## src/rtl/core/fcbb_pkg.sv

```systemverilog
// fcbb_pkg: shared constants, types and helpers for the frame change bounding box
// used by every module of the block; depends on nothing

package fcbb_pkg;

  // frame size limits
  localparam int MAX_WIDTH  = 2048;
  localparam int MAX_HEIGHT = 2048;

  // counter widths follow the size limits
  localparam int COL_W = $clog2(MAX_WIDTH);
  localparam int ROW_W = $clog2(MAX_HEIGHT);

  // fixed field widths
  localparam int PIX_W   = 32;
  localparam int SIZE_W  = 12;
  localparam int COORD_W = 11;
  localparam int DATA_W  = 32;
  localparam int ADDR_W  = 3;

  // register reset values
  localparam logic [SIZE_W-1:0] WIDTH_RESET  = SIZE_W'(640);
  localparam logic [SIZE_W-1:0] HEIGHT_RESET = SIZE_W'(480);

  // register indexes
  typedef enum logic {
    REG_WIDTH  = 1'b0,
    REG_HEIGHT = 1'b1
  } reg_index_t;

  // last column and row index of a frame, taken from the size registers
  typedef struct packed {
    logic [COL_W-1:0] col_last;
    logic [ROW_W-1:0] row_last;
  } size_cfg_t;

  // word handed from the input register to the tracker
  typedef struct packed {
    logic valid;
    logic changed;
  } front_word_t;

  // zero acts as one, oversize clamps to the limit; returns size minus one
  function automatic logic [COL_W-1:0] col_last_of(input logic [SIZE_W-1:0] raw);
    logic [COL_W-1:0] res;
    if (raw == '0) begin
      res = '0;
    end else if (int'(raw) > MAX_WIDTH) begin
      res = COL_W'(MAX_WIDTH - 1);
    end else begin
      res = COL_W'(raw - SIZE_W'(1));
    end
    return res;
  endfunction

  function automatic logic [ROW_W-1:0] row_last_of(input logic [SIZE_W-1:0] raw);
    logic [ROW_W-1:0] res;
    if (raw == '0) begin
      res = '0;
    end else if (int'(raw) > MAX_HEIGHT) begin
      res = ROW_W'(MAX_HEIGHT - 1);
    end else begin
      res = ROW_W'(raw - SIZE_W'(1));
    end
    return res;
  endfunction

endpackage

```

## src/rtl/core/fcbb_cfg.sv

```systemverilog
// fcbb_cfg: APB-style register file for the frame width and height
// depends on fcbb_pkg

module fcbb_cfg (
  input  logic                          clk,
  input  logic                          rst,
  input  logic                          psel,
  input  logic                          penable,
  input  logic                          pwrite,
  input  logic [fcbb_pkg::ADDR_W-1:0]   paddr,
  input  logic [fcbb_pkg::DATA_W-1:0]   pwdata,
  output logic [fcbb_pkg::DATA_W-1:0]   prdata,
  output logic                          pready,
  output fcbb_pkg::size_cfg_t           size_cfg
);

  logic [fcbb_pkg::SIZE_W-1:0] frame_width;
  logic [fcbb_pkg::SIZE_W-1:0] frame_height;
  fcbb_pkg::reg_index_t        reg_sel;
  logic                        wr_en;
  logic [fcbb_pkg::SIZE_W-1:0] wr_val;

  // word address decode
  assign reg_sel = fcbb_pkg::reg_index_t'(paddr[2]);
  assign wr_en   = psel && penable && pwrite && pready;
  assign wr_val  = pwdata[fcbb_pkg::SIZE_W-1:0];
  assign pready  = 1'b1;

  // raw registers plus precomputed last indexes
  always_ff @(posedge clk) begin
    if (rst) begin
      frame_width       <= fcbb_pkg::WIDTH_RESET;
      frame_height      <= fcbb_pkg::HEIGHT_RESET;
      size_cfg.col_last <= fcbb_pkg::col_last_of(fcbb_pkg::WIDTH_RESET);
      size_cfg.row_last <= fcbb_pkg::row_last_of(fcbb_pkg::HEIGHT_RESET);
    end else if (wr_en) begin
      unique case (reg_sel)
        fcbb_pkg::REG_WIDTH: begin
          frame_width       <= wr_val;
          size_cfg.col_last <= fcbb_pkg::col_last_of(wr_val);
        end
        fcbb_pkg::REG_HEIGHT: begin
          frame_height      <= wr_val;
          size_cfg.row_last <= fcbb_pkg::row_last_of(wr_val);
        end
        default: ;
      endcase
    end
  end

  // read back
  always_comb begin
    unique case (reg_sel)
      fcbb_pkg::REG_WIDTH:  prdata = fcbb_pkg::DATA_W'(frame_width);
      fcbb_pkg::REG_HEIGHT: prdata = fcbb_pkg::DATA_W'(frame_height);
      default:              prdata = '0;
    endcase
  end

endmodule

```

## src/rtl/core/fcbb_front.sv

```systemverilog
// fcbb_front: input register, reduces each pixel pair to a changed flag
// depends on fcbb_pkg

module fcbb_front (
  input  logic                        clk,
  input  logic                        rst,
  input  logic                        in_valid,
  output logic                        in_stall,
  input  logic [fcbb_pkg::PIX_W-1:0]  pixel_value,
  input  logic [fcbb_pkg::PIX_W-1:0]  reference_value,
  input  logic                        hold,
  output fcbb_pkg::front_word_t       front_word
);

  // hold comes from the tracker when the stored word cannot move on
  assign in_stall = hold;

  // valid flag under reset; changed flag: xor of the pair is nonzero
  always_ff @(posedge clk) begin
    if (rst) begin
      front_word.valid <= 1'b0;
    end else if (!hold) begin
      front_word.valid <= in_valid;
    end
    if (!hold && in_valid) begin
      front_word.changed <= |(pixel_value ^ reference_value);
    end
  end

endmodule

```

## src/rtl/core/fcbb_track.sv

```systemverilog
// fcbb_track: position counters, running min/max and the result register
// depends on fcbb_pkg

module fcbb_track (
  input  logic                          clk,
  input  logic                          rst,
  input  fcbb_pkg::front_word_t         front_word,
  input  fcbb_pkg::size_cfg_t           size_cfg,
  output logic                          hold,
  output logic                          out_valid,
  input  logic                          out_stall,
  output logic [fcbb_pkg::COORD_W-1:0]  box_left,
  output logic [fcbb_pkg::COORD_W-1:0]  box_top,
  output logic [fcbb_pkg::COORD_W-1:0]  box_right,
  output logic [fcbb_pkg::COORD_W-1:0]  box_bottom,
  output logic                          any_changed
);

  logic [fcbb_pkg::COL_W-1:0] column_count;
  logic [fcbb_pkg::ROW_W-1:0] row_count;
  logic [fcbb_pkg::COL_W-1:0] min_column;
  logic [fcbb_pkg::COL_W-1:0] max_column;
  logic [fcbb_pkg::ROW_W-1:0] min_row;
  logic [fcbb_pkg::ROW_W-1:0] max_row;
  logic                       seen_change;

  logic [fcbb_pkg::COL_W-1:0] min_column_next;
  logic [fcbb_pkg::COL_W-1:0] max_column_next;
  logic [fcbb_pkg::ROW_W-1:0] min_row_next;
  logic [fcbb_pkg::ROW_W-1:0] max_row_next;
  logic                       seen_change_next;

  logic row_end;
  logic frame_end;
  logic out_free;
  logic fire;

  // position of the word held in the input register
  assign row_end   = column_count >= size_cfg.col_last;
  assign frame_end = row_end && (row_count >= size_cfg.row_last);

  // result slot is empty or being emptied this cycle
  assign out_free = !out_valid || !out_stall;
  assign fire     = front_word.valid && (!frame_end || out_free);
  assign hold     = front_word.valid && !fire;

  // fold the current pixel into the box
  always_comb begin
    min_column_next  = min_column;
    max_column_next  = max_column;
    min_row_next     = min_row;
    max_row_next     = max_row;
    seen_change_next = seen_change;
    if (front_word.changed) begin
      seen_change_next = 1'b1;
      if (!seen_change || column_count < min_column) min_column_next = column_count;
      if (!seen_change || column_count > max_column) max_column_next = column_count;
      if (!seen_change || row_count < min_row)       min_row_next    = row_count;
      if (!seen_change || row_count > max_row)       max_row_next    = row_count;
    end
  end

  // counters and running box
  always_ff @(posedge clk) begin
    if (rst) begin
      column_count <= '0;
      row_count    <= '0;
      min_column   <= '1;
      max_column   <= '0;
      min_row      <= '1;
      max_row      <= '0;
      seen_change  <= 1'b0;
    end else if (fire) begin
      if (frame_end) begin
        column_count <= '0;
        row_count    <= '0;
        min_column   <= '1;
        max_column   <= '0;
        min_row      <= '1;
        max_row      <= '0;
        seen_change  <= 1'b0;
      end else begin
        if (row_end) begin
          column_count <= '0;
          row_count    <= row_count + fcbb_pkg::ROW_W'(1);
        end else begin
          column_count <= column_count + fcbb_pkg::COL_W'(1);
        end
        min_column  <= min_column_next;
        max_column  <= max_column_next;
        min_row     <= min_row_next;
        max_row     <= max_row_next;
        seen_change <= seen_change_next;
      end
    end
  end

  // result register valid
  always_ff @(posedge clk) begin
    if (rst) begin
      out_valid <= 1'b0;
    end else if (fire && frame_end) begin
      out_valid <= 1'b1;
    end else if (!out_stall) begin
      out_valid <= 1'b0;
    end
  end

  // result payload, all zero when nothing changed
  always_ff @(posedge clk) begin
    if (fire && frame_end) begin
      any_changed <= seen_change_next;
      if (seen_change_next) begin
        box_left   <= fcbb_pkg::COORD_W'(min_column_next);
        box_top    <= fcbb_pkg::COORD_W'(min_row_next);
        box_right  <= fcbb_pkg::COORD_W'(max_column_next);
        box_bottom <= fcbb_pkg::COORD_W'(max_row_next);
      end else begin
        box_left   <= '0;
        box_top    <= '0;
        box_right  <= '0;
        box_bottom <= '0;
      end
    end
  end

  // running box stays ordered
  a_box_ordered: assert property (@(posedge clk) disable iff (rst)
    seen_change |-> (min_column <= max_column) && (min_row <= max_row))
    else $error("running box min above max");

  // a frame end always loads the result register
  a_frame_end_loads: assert property (@(posedge clk) disable iff (rst)
    fire && frame_end |=> out_valid)
    else $error("frame end without result");

  // a frame end clears the tracking state
  a_frame_end_clears: assert property (@(posedge clk) disable iff (rst)
    fire && frame_end |=> (column_count == '0) && (row_count == '0) && !seen_change)
    else $error("state not cleared after frame end");

  // an empty frame reports a zero box
  a_empty_zero: assert property (@(posedge clk) disable iff (rst)
    out_valid && !any_changed |->
      (box_left == '0) && (box_top == '0) && (box_right == '0) && (box_bottom == '0))
    else $error("empty frame with nonzero box");

endmodule

```

## src/rtl/core/frame_change_bounding_box.sv

```systemverilog
// frame_change_bounding_box: top level, bounding box of changed pixels per frame
// depends on fcbb_pkg, fcbb_cfg, fcbb_front and fcbb_track
//
//   channel  direction  handshake            word
//   input    in         in_valid / in_stall  pixel_value, reference_value
//   output   out        out_valid/ out_stall box_left, box_top, box_right, box_bottom,
//                                            any_changed
//   config   in         APB psel/penable     frame_width @0x0, frame_height @0x4
//
// one pixel per clock while in_stall is low; a frame's result word is loaded into the
// result register when the tracker takes its last pixel from the input register
// the input register and the result register are the two pipeline stages
// a stalled result blocks only a frame's last pixel; other pixels keep flowing
// synchronous active-high reset restores the size registers to 640 x 480 and
// clears the counters and the running box

module frame_change_bounding_box (
  input  logic                          clk,
  input  logic                          rst,
  input  logic                          in_valid,
  output logic                          in_stall,
  input  logic [fcbb_pkg::PIX_W-1:0]    pixel_value,
  input  logic [fcbb_pkg::PIX_W-1:0]    reference_value,
  output logic                          out_valid,
  input  logic                          out_stall,
  output logic [fcbb_pkg::COORD_W-1:0]  box_left,
  output logic [fcbb_pkg::COORD_W-1:0]  box_top,
  output logic [fcbb_pkg::COORD_W-1:0]  box_right,
  output logic [fcbb_pkg::COORD_W-1:0]  box_bottom,
  output logic                          any_changed,
  input  logic                          psel,
  input  logic                          penable,
  input  logic                          pwrite,
  input  logic [fcbb_pkg::ADDR_W-1:0]   paddr,
  input  logic [fcbb_pkg::DATA_W-1:0]   pwdata,
  output logic [fcbb_pkg::DATA_W-1:0]   prdata,
  output logic                          pready
);

  fcbb_pkg::size_cfg_t   size_cfg;
  fcbb_pkg::front_word_t front_word;
  logic                  hold;

  // size registers
  fcbb_cfg u_cfg (
    .clk      (clk),
    .rst      (rst),
    .psel     (psel),
    .penable  (penable),
    .pwrite   (pwrite),
    .paddr    (paddr),
    .pwdata   (pwdata),
    .prdata   (prdata),
    .pready   (pready),
    .size_cfg (size_cfg)
  );

  // input register
  fcbb_front u_front (
    .clk             (clk),
    .rst             (rst),
    .in_valid        (in_valid),
    .in_stall        (in_stall),
    .pixel_value     (pixel_value),
    .reference_value (reference_value),
    .hold            (hold),
    .front_word      (front_word)
  );

  // counters, box and result register
  fcbb_track u_track (
    .clk         (clk),
    .rst         (rst),
    .front_word  (front_word),
    .size_cfg    (size_cfg),
    .hold        (hold),
    .out_valid   (out_valid),
    .out_stall   (out_stall),
    .box_left    (box_left),
    .box_top     (box_top),
    .box_right   (box_right),
    .box_bottom  (box_bottom),
    .any_changed (any_changed)
  );

endmodule
```

## config.mk

```make
export PLATFORM = sky130hd
export DESIGN_NAME = frame_change_bounding_box
export DESIGN_NICKNAME = d
export VERILOG_FILES = /design/src/rtl/core/fcbb_pkg.sv /design/src/rtl/core/fcbb_cfg.sv /design/src/rtl/core/fcbb_front.sv /design/src/rtl/core/fcbb_track.sv /design/src/rtl/core/frame_change_bounding_box.sv
export SDC_FILE = /design/constraint.sdc
export NUM_CORES = 1
export LEC_CHECK = 0
export ABC_AREA = 1
export BUFFER_PORTS_ARGS = -buffer_cell sky130_fd_sc_hd__buf_2
export CAP_MARGIN = 20
export CORE_MARGIN = 2
export CORE_UTILIZATION = 34
export CTS_CLUSTER_DIAMETER = 150
export DETAILED_ROUTE_END_ITERATION = 12
export REMOVE_ABC_BUFFERS = 1
export SLEW_MARGIN = 30
export SYNTH_ARGS = -nofsm -noshare
export SYNTH_HDL_FRONTEND = slang
export SYNTH_HIERARCHICAL = 1
export SYNTH_SLANG_ARGS = --single-unit
export TNS_END_PERCENT = 5
```

## constraint.sdc

```tcl
create_clock -name clk -period 3.3 [get_ports clk]
set_input_delay 0.165 -clock clk [delete_from_list [all_inputs] [get_ports clk]]
set_output_delay 0.165 -clock clk [all_outputs]
set_load 0.05 [all_outputs]
```

Yosys cells after proc, flatten, opt, wreduce, memory -nomap -nowiden:

Index checks and enable logic that the tools add are counted.

* add/subtract/negate cells: 3
* magnitude comparators: 7
* equality and inequality tests: 1
* mux-type cells: 23
* bitwise gates (word level): 2
* reduce and logical (&&, ||, !) cells: 25

Operators with widths (number)
* 11-bit 2-to-1 mux: 18
* 32-bit one-hot mux with 2 select lines: 1
* 32-bit OR reduction: 1
* 32-bit XOR: 1
* 11-bit by 1-bit adder with 11-bit output (second input constant): 2
* 11-bit greater-or-equal comparator: 2
* 11-bit greater-than comparator: 2
* 11-bit less-than comparator: 2
* 12-bit greater-than comparator (second input constant): 1
* 12-bit zero test: 1
* 11-bit by 1-bit subtractor with 11-bit output (second input constant): 1
* 1-bit logical AND: 7
* 1-bit zero test: 6
* 1-bit logical OR: 6
* 2-bit AND reduction: 3
* 1-bit 2-to-1 mux: 4
* 2-bit by 1-bit inequality test with 1-bit output (second input constant): 1
* 2-bit nonzero test: 1
* 1-bit NOT: 1

* register bits: 161
* input port bits: 106
* output and inout port bits: 80
* logic and storage cells: 80

Logic depth before layout (Yosys ltp):

Gate-level depths: netlist of the first run.

* depth in word-level cells: 9
* depth in mapped cells: 15
* gate-level depth less buffers: 14

By module:

The synthesis of the first run kept the hierarchy.

By module, submodules not included
* fcbb_track: instances 1, cells each 940, area an instance 6940.4 µm², seq. area each 2712.6 µm²
* fcbb_cfg: instances 1, cells each 301, area an instance 2208.4 µm², seq. area each 920.9 µm²
* fcbb_front: instances 1, cells each 94, area an instance 530.5 µm², seq. area each 50.0 µm²

Least setup slack after synthesis of the first run:

No wires, ideal clock.

* path type: reg-to-reg
* start: register u_track/row_count[0] in the netlist's numbering
* end: register u_track.any_changed, enable pin
* setup time: 0.400 ns
* arrival: 2.318 ns
* required time: 2.900 ns
* slack: 0.582 ns
* stages on the path, launching flop included: 12
* path buffers: 1
* period minus slack after synthesis: 2.718 ns
* cells stage by stage: dfxtp_1 -> inv_1 -> ha_1 -> nand2_1 -> nor2_1 -> nand2_1 -> nor2_1 -> nor2_1 -> nand3_2 -> buf_4 -> nand4_1 -> inv_1

* word-level cells in the longest chain between the ends: 6

RTL lines
* from (decl): line fcbb_track.sv:20 `logic [fcbb_pkg::ROW_W-1:0] row_count;`
* from (signal assigned): line fcbb_track.sv:85 `row_count <= row_count + fcbb_pkg::ROW_W'(1);`
* 11-bit greater-or-equal comparator *: line fcbb_track.sv:40 `assign frame_end = row_end && (row_count >= size_cfg.row_last);`
* 1-bit logical AND *: line fcbb_track.sv:40
* 1-bit zero test: line fcbb_track.sv:44 `assign fire = front_word.valid && (!frame_end || out_free);`
* 1-bit logical OR: line fcbb_track.sv:44
* 1-bit logical AND: line fcbb_track.sv:44
* 1-bit logical AND *: line fcbb_track.sv:111 `if (fire && frame_end) begin`
* to (signal assigned): line fcbb_track.sv:112 `any_changed <= seen_change_next;`
* to (decl): line fcbb_track.sv:16 `output logic any_changed`

Every way passes the cells marked *; elsewhere a longest branch is shown, timed or not.
A chain may end at the register's enable or synchronous reset.

Worst setup path in the final report of the first run:

* start: register u_track/column_count[0] in the netlist's numbering
* end: output in_stall

* word-level cells in the longest chain between the ends: 7

RTL lines
* from (decl): line fcbb_track.sv:19 `logic [fcbb_pkg::COL_W-1:0] column_count;`
* from (signal assigned): line fcbb_track.sv:87 `column_count <= column_count + fcbb_pkg::COL_W'(1);`
* 11-bit greater-or-equal comparator: line fcbb_track.sv:39 `assign row_end = column_count >= size_cfg.col_last;`
* 1-bit logical AND: line fcbb_track.sv:40
* 1-bit zero test: line fcbb_track.sv:44
* 1-bit logical OR: line fcbb_track.sv:44
* 1-bit logical AND: line fcbb_track.sv:44
* 1-bit zero test: line fcbb_track.sv:45 `assign hold = front_word.valid && !fire;`
* 1-bit logical AND: line fcbb_track.sv:45
* to (decl): line frame_change_bounding_box.sv:21 `output logic in_stall,`

No other way between the ends.

==> run summary, run 1 <==
outcome = finished clean
Worst-Margin Slew = 0.817 ns
Post-Syn Area = 0.00968 mm^2
Finish-stage setup viols = 0
Worst R2R End = u_track/column_count[8]
DIE WIDTH = 173 um
PortBufs = 142
drt pass-1 iters = 5
register bit total from synthesis = 161
MaxCap Viol Count = 0
most used cell, CP = nor2_1
Synth async-reset ratio = 0%
CP startpoint kind = register
initial antenna violation count = 0
Max Slew Vio Count = 0
Biggest register = u_cfg/size_cfg
top flop regs = u_cfg/size_cfg x22, u_cfg/frame_height x12, u_cfg/frame_width x12
die area = 0.0298 mm^2
Final Core Density = 40.2%
Post-route DRC = 0
Critical R2R Launch = u_track/column_count[10]
clk_skew = 0.0130 ns
Syn Inst Count = 1335
WL per Instance = 13.3 um
via count = 8882
CP endpoint kind = output pin
GRT Resource Usage Total = 16.9%
post-synth cell types = 40
final net count = 1632
Leakage Power = 5.42 nW
main area contributors after synthesis = dfxtp_1, nand2_1, edfxtp_1, ha_1, a21oi_1
Reg clk slew, reported paths = 0.07 ns
worst vdd ir = 0.209 mV
Diodes inserted = 0
Final Cycle Share = 89.5%
height of the chip = 173 um
most numerous cell in the Yosys netlist = nand2_1
worst-path cell chain = inv_1 > ha_1 > nand2_1 > nor2_1 > nand2_1 > nor2_1 > nor2_2 > nand3_2 > nand3_4 > nor2_1 > buf_2
Setup TNS Final = 0 ns
worst skew pair latency = 0.44 ns
Post-Syn Area per Cell = 7.25 um^2
ranking of synthesized cells by instance count = nand2_1, inv_1, a21oi_1
Area Overhead vs Synth = 16.1%
drt total wl = 24.6 mm
num ports = 186
hold buffers post-CTS = 0
worst r2r path cells = 12
CTS Buf Count = 17
# resized after CTS = 0
Crit Path Max Fanout = 16
hold depth = 3
Crit path buffers/inverters = 2
leading area contributor after synthesis = dfxtp_1
Worst Path Required = 3.13 ns
vias in the first global route = 8502
antenna viol nets, final = 0
gr ovfl total = 0
R2R setup slack = 0.56 ns
Min Clock Period, post-route = 2.95 ns
CTS sink cnt = 161
max incr delay on CP = 0.42 ns
clk buf depth = 2
FILL cells = 2924
Pwr Density = 414 mW/mm^2
initial drt markers = 651
critical path depth = 11
dpl cells = 1818
DP Wirelength = 17.8 mm
gpl congestion = 0.843
ys flop type = dfxtp_1
Synth Warn # = 6
hold crit path type = input port to register
first-pass GRT wire length = 41.8 mm
CP top delay family = simple AND/OR/NAND/NOR gates
core box area = 0.0279 mm^2
Slew headroom = 45.5%
layout cells sized above 1 = 15.1%
post-DR vias/cell = 4.80
Critical-path top delay cell = dfxtp_1
H-tree Lvls = 4
Post-synth EDFFs = 46
Crit. Startpoint = u_track/column_count[0]
CP arrival = 2.79 ns
CTS tree = done
Worst setup endpoint = in_stall
max reg flops = 22
row count = 61
clock root buffer = clkbuf_16
Max Fclk = 339 MHz
number of setup buffers added after CTS = 0
Starting Density = 34.7%
sequential share of the synthesized area = 38.1%
fin cells = 1850
top-area cell type share of the netlist area = 23.8%
RSZ-0062 raised after global routing = false
Fin. Hold Viols = 0
largest net degree at the start of global routing = 47
Setup CP Type = register to output pin
## per-stage QoR
stage	instance area [um^2]	hold slack [ns]	power [mW]	setup slack, ns
after floorplan	9300	0.234	2.58	0.351
after global placement	10700	0.432	2.78	0.627
after detailed placement	10700	0.443	2.79	0.586
after CTS	11200	0.00507	4.70	0.341
after global routing	11200	0.0188	4.87	0.151
final	11200	0.0253	4.65	0.347
## per-layer routing
layer | routed length (um) | global-route usage [%] | vias to the layer above | share of wire [%]
li1 | - | - | 4563 | -
met1 | 11700 | 22.6 | 4022 | 47
met2 | 11100 | 28.0 | 271 | 45
met3 | 1590 | 3.47 | 26 | 6.5
met4 | 311 | 4.10 | 0 | 1.3
met5 | 0 | 0 | - | 0
## worst min-delay path by stage
stage                                     start  slack [ns]                  endpoint
final                                pwdata[10]        0.03    u_cfg/frame_height[10]
after global routing                 pwdata[10]        0.02    u_cfg/frame_height[10]
after CTS                            pwdata[10]       0.005    u_cfg/frame_height[10]
after detailed placement  u_cfg/frame_width[11]        0.44     u_cfg/frame_width[11]
after global placement    u_cfg/frame_width[11]        0.43     u_cfg/frame_width[11]
after floorplan                             rst        0.23  u_track/column_count[10]
## worst min-delay path: cells and delay by family
| family | cells | cell delay, ns |
|---|---|---|
| AO/OA/AOI/OAI | 1 | 0.06 |
| buffers and inverters | 2 | 0.20 |
## placed cells by master, fill, tap and decap left out, drive strengths merged, types with 3 or more instances in the layout
cell	count
nand2	394
clkbuf	18
xor2	11
and2	3
o21ai	43
a21oi	134
nand3b	6
nor2	85
ha	67
nand3	127
buf	164
edfxtp	46
nand4	23
clkinv	8
o211ai	7
inv	150
xnor2	27
dfxtp	115
nor3	11
conb	21
## cell type report
type	count	area [um^2]	area share [%]
sequential	161	3680	32.8
tap	378	473	4.21
multi-input combinational	968	5070	45.1
clock inverter	14	130	1.16
timing repair buffer	164	901	8.02
clock buffer	18	429	3.82
inverter	147	552	4.91
## report_power, final
group / switching, mW / leakage, nW / internal, mW
registers: 0.0418 / 1.36 / 2.09
clock network: 0.859 / 0.268 / 1.05
logic: 0.414 / 3.80 / 0.205
## kinds of logic after synthesis
group	after synthesis	synth area share [%]
simple gates	654	29.0
fa+ha+maj	67	8.66
buf+inv	225	10.4
other cells	2	0.0776
flops	161	38.1
xor+xnor	38	3.44
compound gates	188	10.3
No activity file was read; power rests on OpenSTA's default activity.
==> run 2: changes to the inputs <==
Settings changed: ABC_AREA 1 to default.
==> run 2 against run 1 <==
  * Sequential power shrank 2%
  * Routed wire length grew 1.9%
  * Total power is essentially flat
  * Area after synthesis shrank 1.1%
  * Maximum frequency shrank 4.1%
  * Worst setup slack lost 0.13 ns
  * Critical path depth shrank 3
  * Critical path type unchanged
  * Critical endpoint unchanged
  * Largest power group unchanged
  * Highest routed layer unchanged
==> run summary, run 2 <==
Final Core Density = 40.5%
top-area cell type share of the netlist area = 24.0%
initial antenna violation count = 0
Max Fclk = 325 MHz
vias in the first global route = 7999
first-pass GRT wire length = 40.6 mm
Min Clock Period, post-route = 3.08 ns
drt total wl = 25.1 mm
Final Cycle Share = 93.3%
most frequent cells in the layout = buf_2, a21oi_1, dfxtp_1
H-tree Lvls = 4
drt pass-1 iters = 5
layout cells sized above 1 = 22.0%
most numerous cell in the Yosys netlist = a21oi_1
clk buf depth = 2
cell area after layout = 0.0113 mm^2
via count = 8542
num ports = 186
final net count = 1396
row count = 61
Slew headroom = 49.1%
RSZ-0062 raised after global routing = false
hold depth = 3
Worst-Margin Slew = 0.759 ns
CTS tree = done
Reg clk slew, reported paths = 0.08 ns
CP endpoint kind = output pin
Max Slew Vio Count = 0
number of setup buffers added after CTS = 0
CP arrival = 2.91 ns
Post-synth EDFFs = 46
largest net degree at the start of global routing = 46
Post-route DRC = 0
ys flop type = dfxtp_1
hold crit path type = input port to register
register bit total from synthesis = 161
post-synth cell types = 71
Biggest register = u_cfg/size_cfg
sequential share of the synthesized area = 38.5%
Syn Inst Count = 1103
post-DR vias/cell = 5.29
gpl congestion = 0.855
Pwr Density = 413 mW/mm^2
Placed Area = 0.0106 mm^2
# resized after CTS = 0
Area Overhead vs Synth = 17.6%
Synth async-reset ratio = 0%
outcome = finished clean
max reg flops = 22
Setup CP Type = register to output pin
CP startpoint kind = register
GRT Resource Usage Total = 17.2%
gr ovfl total = 0
CTS sink cnt = 161
clock root buffer = clkbuf_16
Leakage Power = 4.72 nW
total power = 4.65 mW
Synth Warn # = 6
hold buffers post-CTS = 0
Setup TNS Final = 0 ns
Finish-stage setup viols = 0
worst vdd ir = 0.224 mV
Worst Path Required = 3.13 ns
worst r2r path cells = 7
die area = 0.0295 mm^2
Diodes inserted = 0
DP Wirelength = 17.9 mm
clk_skew = 0.0149 ns
DIE WIDTH = 172 um
most common cell after layout, fill and taps aside = buf_2
Post-Syn Area per Cell = 8.68 um^2
top flop regs = u_cfg/size_cfg x22, u_cfg/frame_height x12, u_cfg/frame_width x12
main area contributors after synthesis = dfxtp_1, edfxtp_1, ha_1, a21oi_1, nand2_1
leading area contributor after synthesis = dfxtp_1
core box area = 0.0278 mm^2
height of the chip = 172 um
Fin. Hold Viols = 0
Starting Density = 34.5%
MaxCap Viol Count = 0
worst skew pair latency = 0.44 ns
Crit Path Max Fanout = 10
initial drt markers = 652
ranking of synthesized cells by instance count = a21oi_1, dfxtp_1, nand2_1
antenna viol nets, final = 0
Post-Syn Area = 0.00957 mm^2
WL per Instance = 15.6 um
PortBufs = 142
CTS Buf Count = 17
==> run 2: layout make-up <==
cell class | instances | area, um^2
flip-flops and latches | 161 | 3680
multi-input cells | 783 | 5200
repair buffers | 176 | 966
fillers | 2799 | 16500
clock inverters | 14 | 166
well taps | 378 | 473
inverters | 84 | 315
clock buffers | 18 | 450
==> run 2: worst paths after layout <==
kind	startpoint	end	slack [ns]
worst min-delay path	pwdata[10]	u_cfg/frame_width[10]	0.02
worst min register to register	u_cfg/frame_height[9]	u_cfg/frame_height[9]	0.45
worst max-delay path	u_track/row_count[0]	in_stall	0.22
worst max register to register	u_track/row_count[10]	u_track/min_column[8]	0.41
==> run 2: report_power, final <==
part | switching, mW | total, mW | internal, mW
logic | 0.316 | 0.478 | 0.163
clock network | 0.894 | 2.08 | 1.19
registers | 0.0275 | 2.09 | 2.06
==> run 2: layer usage <==
metal  part of all wire (%)  GRT usage (%)  up-vias
met4                    1.5           5.01        0
met2                     46           28.3      285
met1                     47           22.9     4019
li1                       -              -     4203
met3                    5.8           3.41       35
met5                      0              0        -
==> run 2: cells by family after synthesis <==
kind of cell               share of synthesized area [%]
AOI/OAI and AO/OA                                   20.1
xor gates and xnor gates                            2.93
adders and majority gates                           8.97
buffers and inverters                               8.46
DFF                                                 38.5
muxes                                               2.78
other                                             0.0785
and+or+nand+nor                                     18.2
==> run 2: per-stage QoR <==
stage                     worst slack (ns)  hold slack [ns]  instances
after floorplan                      -1.03            0.234       1028
after global placement               0.553            0.440       1582
after detailed placement             0.473            0.445       1582
after CTS                           0.0817          0.00119       1614
after global routing               0.00588           0.0310       1614
final                                0.220           0.0158       1614
==> run 2: worst max-delay path: stages (launching register included) <==
cell	delay [ns]
dfxtp_1	0.47
inv_1	0.20
ha_1	0.31
nor2b_1	0.04
o21ai_0	0.22
a21oi_2	0.16
a221o_1	0.49
nor2_2	0.26
buf_2	0.33
